**config.mk**
```make
export PLATFORM = sky130hd
export DESIGN_NAME = websocket_frame_deframer
export DESIGN_NICKNAME = d
export VERILOG_FILES = /design/src/design/wsd_pkg.sv /design/src/design/wsd_parser.sv /design/src/design/websocket_frame_deframer.sv
export SDC_FILE = /design/constraint.sdc
export NUM_CORES = 1
export LEC_CHECK = 0
export BUFFER_PORTS_ARGS = -buffer_cell sky130_fd_sc_hd__buf_2
export CAP_MARGIN = 20
export CORE_MARGIN = 8
export CORE_UTILIZATION = 40
export CTS_BUF_LIST = sky130_fd_sc_hd__clkbuf_8
export CTS_CLUSTER_DIAMETER = 50
export DETAILED_ROUTE_END_ITERATION = 12
export PLACE_DENSITY = 0.63
export SLEW_MARGIN = 20
export SYNTH_ARGS = -nofsm -noshare
export SYNTH_HDL_FRONTEND = slang
export SYNTH_HIERARCHICAL = 1
export SYNTH_SLANG_ARGS = --single-unit
```
**constraint.sdc**
```tcl
create_clock -name i_clk -period 11.5 [get_ports i_clk]
set_clock_uncertainty 0.05 [all_clocks]
set_input_delay 0.575 -clock i_clk [delete_from_list [all_inputs] [get_ports i_clk]]
set_output_delay 0.575 -clock i_clk [all_outputs]
set_load 0.05 [all_outputs]
```
**src/design/wsd_pkg.sv**
```systemverilog
package wsd_pkg;

    localparam int LEN_W      = 64;
    localparam int FLEN_W     = 63;
    localparam int CFG_IDX_W  = 2;
    localparam int CFG_DATA_W = 63;

    localparam logic [FLEN_W-1:0] MAX_LEN_RESET = 63'd65535;
    localparam logic              REQ_MASK_RESET = 1'b1;
    localparam logic [FLEN_W-1:0] LEN_SATURATED = {FLEN_W{1'b1}};

    localparam logic [6:0] LEN7_EXT16 = 7'd126;
    localparam logic [6:0] LEN7_EXT64 = 7'd127;

    // remaining extended-length bytes after the first one, and key bytes after the first
    localparam logic [2:0] EXT16_COUNT = 3'd1;
    localparam logic [2:0] EXT64_COUNT = 3'd7;
    localparam logic [2:0] KEY_COUNT   = 3'd3;

    localparam logic [CFG_IDX_W-1:0] CFG_MAX_LEN  = 2'd0;
    localparam logic [CFG_IDX_W-1:0] CFG_REQ_MASK = 2'd1;

    localparam logic KIND_HEADER  = 1'b0;
    localparam logic KIND_PAYLOAD = 1'b1;

    localparam logic [1:0] ERR_NONE     = 2'd0;
    localparam logic [1:0] ERR_TOO_LONG = 2'd1;
    localparam logic [1:0] ERR_UNMASKED = 2'd2;

    typedef enum logic [2:0] {
        PH_FIRST   = 3'd0,
        PH_LEN     = 3'd1,
        PH_EXT     = 3'd2,
        PH_KEY     = 3'd3,
        PH_PAYLOAD = 3'd4
    } t_phase;

    typedef struct packed {
        logic              item_kind;
        logic              fin_bit;
        logic [2:0]        rsv_bits;
        logic [3:0]        frame_opcode;
        logic              mask_bit;
        logic [FLEN_W-1:0] frame_length;
        logic [7:0]        data_byte;
        logic              last_of_frame;
        logic [1:0]        error_code;
    } t_result;

endpackage

```
**src/design/wsd_parser.sv**
```systemverilog
module wsd_parser (
    input  logic                          i_clk,
    input  logic                          i_rst_n,
    input  logic                          i_accept,
    input  logic [7:0]                    i_byte,
    input  logic [wsd_pkg::FLEN_W-1:0]    i_max_len,
    input  logic                          i_req_mask,
    output logic                          o_res_valid,
    output wsd_pkg::t_result              o_res
);

    wsd_pkg::t_phase                 r_phase, n_phase;
    logic [7:0]                      r_first, n_first;
    logic                            r_mask, n_mask;
    logic [wsd_pkg::LEN_W-1:0]       r_len, n_len;
    logic [2:0]                      r_cnt, n_cnt;
    logic [31:0]                     r_key, n_key;
    logic [wsd_pkg::LEN_W-1:0]       r_rem, n_rem;
    logic [1:0]                      r_kidx, n_kidx;
    logic                            r_disc, n_disc;

    logic                            after_len;
    logic                            hdr_done;
    logic [wsd_pkg::LEN_W-1:0]       hdr_len;
    logic [wsd_pkg::LEN_W-1:0]       ext_len;
    logic                            pay_last;
    logic [1:0]                      hdr_err;
    logic [7:0]                      key_byte;

    assign ext_len  = {r_len[wsd_pkg::LEN_W-9:0], i_byte};
    assign pay_last = (r_rem[wsd_pkg::LEN_W-1:1] == '0);
    // key byte 0 sits in the top byte of the shifted-in key
    assign key_byte = r_key[{~r_kidx, 3'b000} +: 8];

    always_ff @(posedge i_clk) begin
        if (!i_rst_n) begin
            r_phase <= wsd_pkg::PH_FIRST;
            r_first <= '0;
            r_mask  <= 1'b0;
            r_len   <= '0;
            r_cnt   <= '0;
            r_key   <= '0;
            r_rem   <= '0;
            r_kidx  <= '0;
            r_disc  <= 1'b0;
        end else begin
            r_phase <= n_phase;
            r_first <= n_first;
            r_mask  <= n_mask;
            r_len   <= n_len;
            r_cnt   <= n_cnt;
            r_key   <= n_key;
            r_rem   <= n_rem;
            r_kidx  <= n_kidx;
            r_disc  <= n_disc;
        end
    end

    always_comb begin
        n_phase     = r_phase;
        n_first     = r_first;
        n_mask      = r_mask;
        n_len       = r_len;
        n_cnt       = r_cnt;
        n_key       = r_key;
        n_rem       = r_rem;
        n_kidx      = r_kidx;
        n_disc      = r_disc;
        after_len   = 1'b0;
        hdr_done    = 1'b0;
        hdr_len     = r_len;
        hdr_err     = wsd_pkg::ERR_NONE;
        o_res_valid = 1'b0;
        o_res       = '0;

        if (i_accept) begin
            unique case (r_phase)
                wsd_pkg::PH_LEN: begin
                    n_mask = i_byte[7];
                    n_len  = '0;
                    if (i_byte[6:0] == wsd_pkg::LEN7_EXT16) begin
                        n_cnt   = wsd_pkg::EXT16_COUNT;
                        n_phase = wsd_pkg::PH_EXT;
                    end else if (i_byte[6:0] == wsd_pkg::LEN7_EXT64) begin
                        n_cnt   = wsd_pkg::EXT64_COUNT;
                        n_phase = wsd_pkg::PH_EXT;
                    end else begin
                        n_len     = {{(wsd_pkg::LEN_W-7){1'b0}}, i_byte[6:0]};
                        hdr_len   = n_len;
                        after_len = 1'b1;
                    end
                end
                wsd_pkg::PH_EXT: begin
                    n_len = ext_len;
                    if (r_cnt == '0) begin
                        hdr_len   = ext_len;
                        after_len = 1'b1;
                    end else begin
                        n_cnt = r_cnt - 3'd1;
                    end
                end
                wsd_pkg::PH_KEY: begin
                    n_key = {r_key[23:0], i_byte};
                    if (r_cnt == '0) begin
                        hdr_done = 1'b1;
                    end else begin
                        n_cnt = r_cnt - 3'd1;
                    end
                end
                wsd_pkg::PH_PAYLOAD: begin
                    if (pay_last) begin
                        n_rem   = '0;
                        n_phase = wsd_pkg::PH_FIRST;
                    end else begin
                        n_rem = r_rem - 64'd1;
                    end
                    // payload bytes of dropped frames produce nothing
                    if (!r_disc) begin
                        n_kidx                = r_kidx + 2'd1;
                        o_res_valid           = 1'b1;
                        o_res.item_kind       = wsd_pkg::KIND_PAYLOAD;
                        o_res.data_byte       = r_mask ? (i_byte ^ key_byte) : i_byte;
                        o_res.last_of_frame   = pay_last;
                    end
                end
                default: begin
                    n_first = i_byte;
                    n_mask  = 1'b0;
                    n_phase = wsd_pkg::PH_LEN;
                end
            endcase

            if (after_len) begin
                if (n_mask) begin
                    n_cnt   = wsd_pkg::KEY_COUNT;
                    n_key   = '0;
                    n_phase = wsd_pkg::PH_KEY;
                end else begin
                    hdr_done = 1'b1;
                end
            end

            if (hdr_done) begin
                if (hdr_len > {1'b0, i_max_len}) begin
                    hdr_err = wsd_pkg::ERR_TOO_LONG;
                end else if (!n_mask && i_req_mask) begin
                    hdr_err = wsd_pkg::ERR_UNMASKED;
                end
                n_rem   = hdr_len;
                n_kidx  = '0;
                n_disc  = (hdr_err != wsd_pkg::ERR_NONE);
                n_phase = (hdr_len == '0) ? wsd_pkg::PH_FIRST : wsd_pkg::PH_PAYLOAD;

                o_res_valid         = 1'b1;
                o_res.item_kind     = wsd_pkg::KIND_HEADER;
                o_res.fin_bit       = r_first[7];
                o_res.rsv_bits      = r_first[6:4];
                o_res.frame_opcode  = r_first[3:0];
                o_res.mask_bit      = n_mask;
                o_res.frame_length  = hdr_len[wsd_pkg::LEN_W-1] ? wsd_pkg::LEN_SATURATED
                                                               : hdr_len[wsd_pkg::FLEN_W-1:0];
                o_res.last_of_frame = (hdr_len == '0) || (hdr_err != wsd_pkg::ERR_NONE);
                o_res.error_code    = hdr_err;
            end
        end
    end

endmodule

```
**src/design/websocket_frame_deframer.sv**
```systemverilog
// Each result is registered (output or skid register) once its final byte is taken.
// Throughput: one byte per cycle unless o_in_stall; a header gives one result, at its end.
// The parser state advances once per accepted byte; while the output register is
// stalled, a skid register takes one more result, and then the input stalls.
// Reset (i_rst_n low, synchronous): parser waits for a first header byte, buffers empty,
// max_payload_len = 65535, require_mask = 1.
module websocket_frame_deframer (
    input  logic                              i_clk,
    input  logic                              i_rst_n,
    input  logic                              i_in_valid,
    output logic                              o_in_stall,
    input  logic [7:0]                        i_rx_byte,
    output logic                              o_out_valid,
    input  logic                              i_out_stall,
    output logic                              o_item_kind,
    output logic                              o_fin_bit,
    output logic [2:0]                        o_rsv_bits,
    output logic [3:0]                        o_frame_opcode,
    output logic                              o_mask_bit,
    output logic [wsd_pkg::FLEN_W-1:0]        o_frame_length,
    output logic [7:0]                        o_data_byte,
    output logic                              o_last_of_frame,
    output logic [1:0]                        o_error_code,
    input  logic                              i_cfg_valid,
    output logic                              o_cfg_ready,
    input  logic [wsd_pkg::CFG_IDX_W-1:0]     i_cfg_index,
    input  logic [wsd_pkg::CFG_DATA_W-1:0]    i_cfg_data
);

    logic [wsd_pkg::FLEN_W-1:0] r_max_len;
    logic                       r_req_mask;
    logic                       r_out_valid;
    wsd_pkg::t_result           r_out;
    logic                       r_skid_valid;
    wsd_pkg::t_result           r_skid;

    logic                       in_accept;
    logic                       out_pop;
    logic                       res_valid;
    wsd_pkg::t_result           res;

    assign o_cfg_ready = 1'b1;
    assign o_in_stall  = r_skid_valid;
    assign in_accept   = i_in_valid && !r_skid_valid;
    assign out_pop     = r_out_valid && !i_out_stall;

    always_ff @(posedge i_clk) begin
        if (!i_rst_n) begin
            r_max_len  <= wsd_pkg::MAX_LEN_RESET;
            r_req_mask <= wsd_pkg::REQ_MASK_RESET;
        end else if (i_cfg_valid && o_cfg_ready) begin
            if (i_cfg_index == wsd_pkg::CFG_MAX_LEN) begin
                r_max_len <= i_cfg_data;
            end else if (i_cfg_index == wsd_pkg::CFG_REQ_MASK) begin
                r_req_mask <= i_cfg_data[0];
            end
        end
    end

    wsd_parser u_parser (
        .i_clk       (i_clk),
        .i_rst_n     (i_rst_n),
        .i_accept    (in_accept),
        .i_byte      (i_rx_byte),
        .i_max_len   (r_max_len),
        .i_req_mask  (r_req_mask),
        .o_res_valid (res_valid),
        .o_res       (res)
    );

    // skid holds a word only while the output register is full and stalled
    always_ff @(posedge i_clk) begin
        if (!i_rst_n) begin
            r_out_valid  <= 1'b0;
            r_skid_valid <= 1'b0;
        end else if (!r_out_valid || out_pop) begin
            r_out_valid  <= r_skid_valid || res_valid;
            r_skid_valid <= 1'b0;
        end else if (res_valid) begin
            r_skid_valid <= 1'b1;
        end
    end

    always_ff @(posedge i_clk) begin
        if (!r_out_valid || out_pop) begin
            r_out <= r_skid_valid ? r_skid : res;
        end
        if (r_out_valid && !out_pop && res_valid) begin
            r_skid <= res;
        end
    end

    assign o_out_valid     = r_out_valid;
    assign o_item_kind     = r_out.item_kind;
    assign o_fin_bit       = r_out.fin_bit;
    assign o_rsv_bits      = r_out.rsv_bits;
    assign o_frame_opcode  = r_out.frame_opcode;
    assign o_mask_bit      = r_out.mask_bit;
    assign o_frame_length  = r_out.frame_length;
    assign o_data_byte     = r_out.data_byte;
    assign o_last_of_frame = r_out.last_of_frame;
    assign o_error_code    = r_out.error_code;

    a_skid_needs_out: assert property (@(posedge i_clk) disable iff (!i_rst_n)
        r_skid_valid |-> r_out_valid)
        else $error("skid word held with empty output register");

    a_err_ends_frame: assert property (@(posedge i_clk) disable iff (!i_rst_n)
        (r_out_valid && r_out.item_kind == wsd_pkg::KIND_HEADER
         && r_out.error_code != wsd_pkg::ERR_NONE) |-> r_out.last_of_frame)
        else $error("rejected frame header not marked last");

    a_payload_clean: assert property (@(posedge i_clk) disable iff (!i_rst_n)
        (r_out_valid && r_out.item_kind == wsd_pkg::KIND_PAYLOAD)
        |-> (r_out.error_code == wsd_pkg::ERR_NONE && r_out.frame_length == '0))
        else $error("payload word carries header fields");

    a_no_loss: assert property (@(posedge i_clk) disable iff (!i_rst_n)
        (r_skid_valid && !out_pop) |=> r_skid_valid)
        else $error("stalled skid word dropped");

endmodule
```
==> results of run 1 <==
[power by group]
group | total (W) | internal [W] | switching [W]
Combinational | 0.00110 | 0.000338 | 0.000763
Clock | 0.00126 | 0.000650 | 0.000608
Sequential | 0.00163 | 0.00158 | 0.0000536
Total | 0.00399 | 0.00257 | 0.00142
[worst register-to-register path: cells and delay by family (launching register included)]
kind	cells	cell delay [ps]
and+or+nand+nor	7	2450
AOI/OAI and AO/OA	3	1020
buffers and inverters	2	710
DFF	1	670
muxes	1	300
adders and majority gates	1	160
[cells in the final DEF, fill, tap and decap left out, drive strengths merged, types with 7 or more instances in the layout]
cell type and count:
a211oi 7, a21boi 11, a21o 10, a21oi 152, a221oi 11, a22o 15
a22oi 114, a31oi 11, a32o 11, a32oi 14, and2 7, and3 13
buf 186, clkbuf 78, clkinv 12, dfxtp 244, edfxtp 168, ha 66
inv 174, mux2 84, mux2i 60, mux4 8, nand2 230, nand2b 7
nand3 33, nand4 16, nand4bb 9, nor2 94, nor2b 92, nor3 39
nor4 28, o211ai 28, o21a 9, o21ai 89, o22ai 14, o31ai 11
or3 16, xor2 15
[metrics by stage]
stage	worst slack [ps]	hold WS [ps]
after floorplan	6850	383
after global placement	6100	389
after detailed placement	6000	398
after CTS	6050	80.8
after global routing	5580	122
final	5880	130
[how the worst max path moves through the flow]
| stage | to | slack [ps] | cells after the start |
|---|---|---|---|
| 6_report | o_last_of_frame$_DFFE_PP_ | 5880 | 14 |
| 5_1_grt | o_last_of_frame$_DFFE_PP_ | 5580 | 14 |
| 4_1_cts | o_last_of_frame$_DFFE_PP_ | 6050 | 14 |
| 3_5_place_dp | o_last_of_frame$_DFFE_PP_ | 6000 | 16 |
| 3_3_place_gp | o_last_of_frame$_DFFE_PP_ | 6100 | 16 |
| 2_1_floorplan | o_last_of_frame$_DFFE_PP_ | 6850 | 17 |
[registers in the layout, indices dropped and copies added (netlist names), 2 cells and up]
| name | flops |
|---|---|
| o_data_byte | 8 |
| o_error_code | 2 |
| o_frame_length | 63 |
| o_frame_opcode | 4 |
| o_rsv_bits | 3 |
| r_max_len | 63 |
| r_skid | 84 |
| u_parser/r_cnt | 3 |
| u_parser/r_first | 8 |
| u_parser/r_key | 32 |
| u_parser/r_kidx | 2 |
| u_parser/r_len | 64 |
| u_parser/r_phase | 3 |
| u_parser/r_rem | 64 |
[routing by layer]
metal,track usage (%),vias to the layer above
met5,0,-
met4,8.76,2
met3,4.34,145
li1,-,7901
met1,29.8,8233
met2,33.1,763
[cell families after synthesis]
kind of cell | share of synthesized area [%]
buffers and inverters | 6.14
multiplexers | 8.33
XOR/XNOR | 0.760
other | 0.0181
flip-flops | 47.9
AND/OR/NAND/NOR | 15.6
adder cells (fa/ha/maj) | 3.98
AO/OA/AOI/OAI | 17.3
[final cells by class]
class | count | area [um^2] | area share, %
Sequential cell | 412 | 9930 | 42.7
Multi-Input combinational cell | 1403 | 9620 | 41.4
Clock buffer | 78 | 1070 | 4.62
Timing Repair Buffer | 186 | 995 | 4.28
Tap cell | 680 | 851 | 3.66
Inverter | 141 | 529 | 2.28
Clock inverter | 49 | 254 | 1.09
==> results_dict.tcl, run 1 <==
set metrics [dict create \
    hold_class "in -> reg" \
    worst_r2r_path_depth 14 \
    wl_met2_mm 29.4 \
    synth_top_area_share_pct 24.3 \
    clk_pin_slew_ps 60 \
    ys_top_cells_by_count "244 x dfxtp_1, 229 x nand2_1, 168 x edfxtp_1, 152 x a21oi_1, 141 x inv_1" \
    synthCells 2109 \
    synth_area_mm2 0.0207 \
    ff2ff_setup_slack_ps 5880 \
    top_layer "met5" \
    slew_headroom_pct 23.1 \
    syn_area_per_cell_um2 9.83 \
    drt-initial-drc-count 1835 \
    fin_area_mm2 0.0233 \
    die_w_um 244 \
    synth.most_common_cell "dfxtp_1" \
    crit_path_max_incr_delay_ps 670 \
    synth_cell_types 91 \
    vdd_drop_max_mv 0.115 \
    gp_congestion 0.995 \
    wire_per_inst_um 22.6 \
    die_area_mm2 0.0594 \
    period_share_pct 48.8 \
    synth_edf_count 168 \
    dr.pass1.iters 7 \
    routed_wl_mm 66.6 \
    r2r-start "u_parser/r_phase[1]$_SDFFE_PN0P_" \
    max_freq_ghz 0.178 \
    tritoncts "yes" \
    m1WireLength_mm 29.2 \
    worstSetupStartpointType "flip-flop" \
    antenna_found_initial 1 \
    min_from "i_cfg_data[16]" \
    grt_pass1_vias 16600 \
    cap_violations 0 \
    crit_family "simple AND/OR/NAND/NOR gates" \
    crit_top_cell "nand4_1" \
    htree_num_levels 3 \
    cts_buffers 70 \
    synthArstFlopShare_pct 0 \
    ys_top_cells_by_area "edfxtp_1 24%, dfxtp_1 24%, mux2_2 4.6%" \
    drive_gt1_share_pct 18.1 \
    io_pins 165 \
    fp.coreArea_mm2 0.0513 \
    maxSlewViolCount 0 \
    synth_top_cell_by_area "edfxtp_1" \
    finalHoldViolations 0 \
    crit_fanout 60 \
    crit_path_end_kind "flip-flop" \
    worstSkewPairLatency_ps 660 \
    num_vias 17000 \
    final_nets 2358 \
    yosysSeqAreaShare_pct 47.9 \
    post_dp_cell_area_mm2 0.0219 \
    placedCellCount 2822 \
    grt_use_total_pct 21.7 \
    clock_sinks 412 \
    synth-main-ff-cell "dfxtp_1" \
    synth_nets 2253 \
    rsz0062_at_grt "no" \
    initial_core_util_pct 40.4 \
    ys_ff_latch 412 \
    fin_tns_setup_ps 0 \
    crit_chain "or3b_2 -> nor2_4 -> buf_4 -> a22oi_1 -> inv_1 -> ha_1 -> and3_1 -> nand4_1 -> nor3_1 -> nand4_1 -> or4b_1 -> o41ai_2 -> a31oi_1 -> mux2_2" \
    leakage_nw 9.54 \
    grt.overflow.total 0 \
    drc 0 \
    numPortBuffers 163 \
    grt_max_degree 111 \
    cp_slowest_cell "dfxtp_1" \
    crit_buf_inv 2 \
    whs_path_depth 3 \
    critPathArrivalTime_ps 5960 \
    rows 83 \
    fin_util_pct 45.3 \
    worst_pin_slew_ps 1140 \
    finalSetupViolCount 0 \
    crit_required_ps 11850 \
    cts_root_buffer "clkbuf_8" \
    ys_warn_count 6 \
    critPathLaunch "u_parser/r_phase[1]$_SDFFE_PN0P_" \
    ant_nets 0 \
    post_cts_buffers 0 \
    max-clock-path-buffers 3 \
    grt_pass1_wl_mm 102 \
    p_per_area_mw_per_mm2 172 \
    min_period_ps 5620 \
    viasPerCell 5.78 \
    n_fill_cell 4907 \
    path_class "reg -> reg" \
    wl_met3_mm 5.57 \
    status "completed" \
    stdcell_count 2949 \
    n_antenna_cell 0 \
    postCtsResizedCells 0 \
    die_y_um 244 \
    area_delta_synth_final_pct 12.2 \
    worstHoldEndpoint "r_max_len[16]$_SDFFE_PN0P_" \
    dp_hpwl_mm 46.8 \
    postCtsHoldBufs 0 \
    total_power_w 0.00399 \
    worstReg2RegEnd "o_last_of_frame$_DFFE_PP_" \
]
Power figures use the tool's default switching activity.
==> run 2: changes to the inputs <==
- PLACE_DENSITY: 0.63 -> 0.65
- clock period: 11.5 -> 4.8 ns (I/O delays scaled with it)
==> results_dict.tcl, run 2 (synthesis gave the netlist of run 1 again) <==
set metrics [dict create \
    fin_tns_setup_ps 0 \
    die_y_um 244 \
    die_w_um 244 \
    rows 83 \
    maxSlewViolCount 0 \
    max-clock-path-buffers 3 \
    dp_slack_ps -88.8 \
    p_switching_w 0.00352 \
    drt-initial-drc-count 2128 \
    largest_reg_flops 84 \
    ant_nets 0 \
    htree_num_levels 3 \
    crit_buf_inv 2 \
    area_delta_synth_final_pct 19.4 \
    gp_congestion 0.982 \
    worstSkewPairLatency_ps 660 \
    drc 0 \
    cp_slowest_cell "or4b_4" \
    clk_pin_slew_ps 60 \
    p_comb_share_pct 28.9 \
    min_period_ps 4630 \
    period_share_pct 96.6 \
    multiInputGateArea_mm2 0.00966 \
    final_nets 2510 \
    max_freq_ghz 0.216 \
    grt.overflow.total 0 \
    worstSetupStartpointType "flip-flop" \
    holdWs_ps 65.1 \
    largest_registers "r_skid (84), u_parser/r_len (64), u_parser/r_rem (64)" \
    numPortBuffers 163 \
    slew_headroom_pct 28.2 \
    grt_use_total_pct 22.4 \
    intPower_w 0.00637 \
    fin_ws_ps 165 \
    initial_core_util_pct 40.4 \
    cts_root_buffer "clkbuf_8" \
    antenna_found_initial 1 \
    routed_wl_mm 69.1 \
    wire_per_inst_um 22.3 \
    crit_path_end_kind "flip-flop" \
    crit_family "simple AND/OR/NAND/NOR gates" \
    crit_fanout 10 \
    swShare_pct 35.6 \
    crit_required_ps 5130 \
    io_pins 165 \
    grt_pass1_vias 17300 \
    largest_register "r_skid" \
    die_area_mm2 0.0594 \
    clock_power_share_pct 31.7 \
    total_power_w 0.00989 \
    grt_max_degree 91 \
    rsz0062_at_grt "no" \
    r2r-start "u_parser/r_phase[0]$_SDFFE_PN0P_" \
    power_frac_seq_pct 39.4 \
    finalHoldViolations 0 \
    critPathLaunch "u_parser/r_phase[0]$_SDFFE_PN0P_" \
    finalSetupViolCount 0 \
    num_vias 17800 \
    min_from "i_cfg_data[1]" \
    drive_gt1_share_pct 19.5 \
    crit_path_max_incr_delay_ps 610 \
    crit_chain "nand2b_1 -> a31oi_2 -> o21bai_4 -> buf_4 -> a22o_1 -> ha_1 -> and3_1 -> nand4_1 -> nor3_2 -> buf_4 -> nand4_1 -> or4b_4 -> o211ai_1 -> o41ai_4 -> and4_1 -> mux2_2" \
    placedCellCount 2874 \
    stdcell_count 3104 \
    n_fill_cell 4786 \
    worst_pin_slew_ps 1070 \
    fp.coreArea_mm2 0.0513 \
    cap_violations 0 \
    status "completed" \
    dr.pass1.iters 5 \
    path_class "reg -> reg" \
    tritoncts "yes" \
    grt_pass1_wl_mm 105 \
    dp_hpwl_mm 49.0 \
    final_cell_mix "243 x dfxtp_1, 227 x nand2_1, 168 x edfxtp_1" \
    leakage_nw 10.2 \
    critPathArrivalTime_ps 4970 \
    seqCellArea_mm2 0.00993 \
    mostFrequentLayoutCell "dfxtp_1" \
    cts_buffers 71 \
    clock_sinks 412 \
    hold_class "in -> reg" \
    vdd_drop_max_mv 0.229 \
    p_per_area_mw_per_mm2 400 \
    viasPerCell 5.73 \
]
[run 2: final timing paths]
check             slack (ps)                              to  cells past startpoint
setup / recovery         170       o_error_code[1]$_DFFE_PP_                     16
setup reg to reg         170       o_error_code[1]$_DFFE_PP_                     16
hold / removal            70       r_max_len[1]$_SDFFE_PN1P_                      3
hold reg to reg          400  u_parser/r_key[9]$_SDFFE_PN0P_                      2
[run 2: power groups by stage]
stage | Combinational (W) | Sequential, W | Clock [W]
floorplan | 0.00169 | 0.00410 | 0
detailed placement | 0.00271 | 0.00397 | 0
CTS | 0.00278 | 0.00390 | 0.00321
global placement | 0.00271 | 0.00396 | 0
global route | 0.00305 | 0.00391 | 0.00337
finish | 0.00286 | 0.00390 | 0.00314
[run 2: layer usage]
layer	up-vias	share of wire (%)	global-route usage (%)	routed length, um
met5	-	0	0	0
met4	0	4.6	10.6	3200
met3	175	9.5	5.36	6550
met2	919	44	34.0	30400
met1	8485	42	29.7	29000
li1	8211	-	-	-
[run 2: cell type report]
cell class	instances	share of cell area, %
timing repair buffer	337	9.70
sequential	412	40.1
tap	680	3.44
multi-input combinational	1403	39.0
antenna	1	0.0101
clock inverter	50	1.14
clock buffer	80	4.45
inverter	141	2.14
[run 2: stage by stage]
step / utilization (%) / area, um^2
final: 48.3 / 24800
after global routing: 48.3 / 24800
after CTS: 48.2 / 24700
after detailed placement: 43.5 / 22300
after global placement: 43.5 / 22300
after floorplan: - / 20700
[run 2: what timing repair did]
item | CTS | global route
endpoints found under the setup margin | 2 | 3
buffers inserted | 0 | 1
pin swaps | 0 | 4
hold buffers | 98 | 0
gates resized for setup | 1 | 8
hold endpoints to repair | 99 | 0
[run 2: worst register-to-register path: stages, from the launching register on]
cell and delay, ps:
dfxtp_1 530, nand2b_1 140, a31oi_2 280, o21bai_4 180, buf_4 200, a22o_1 260
ha_1 270, and3_1 170, nand4_1 180, nor3_2 170, buf_4 170, nand4_1 180
or4b_4 610, o211ai_1 280, o41ai_4 180, and4_1 250, mux2_2 260
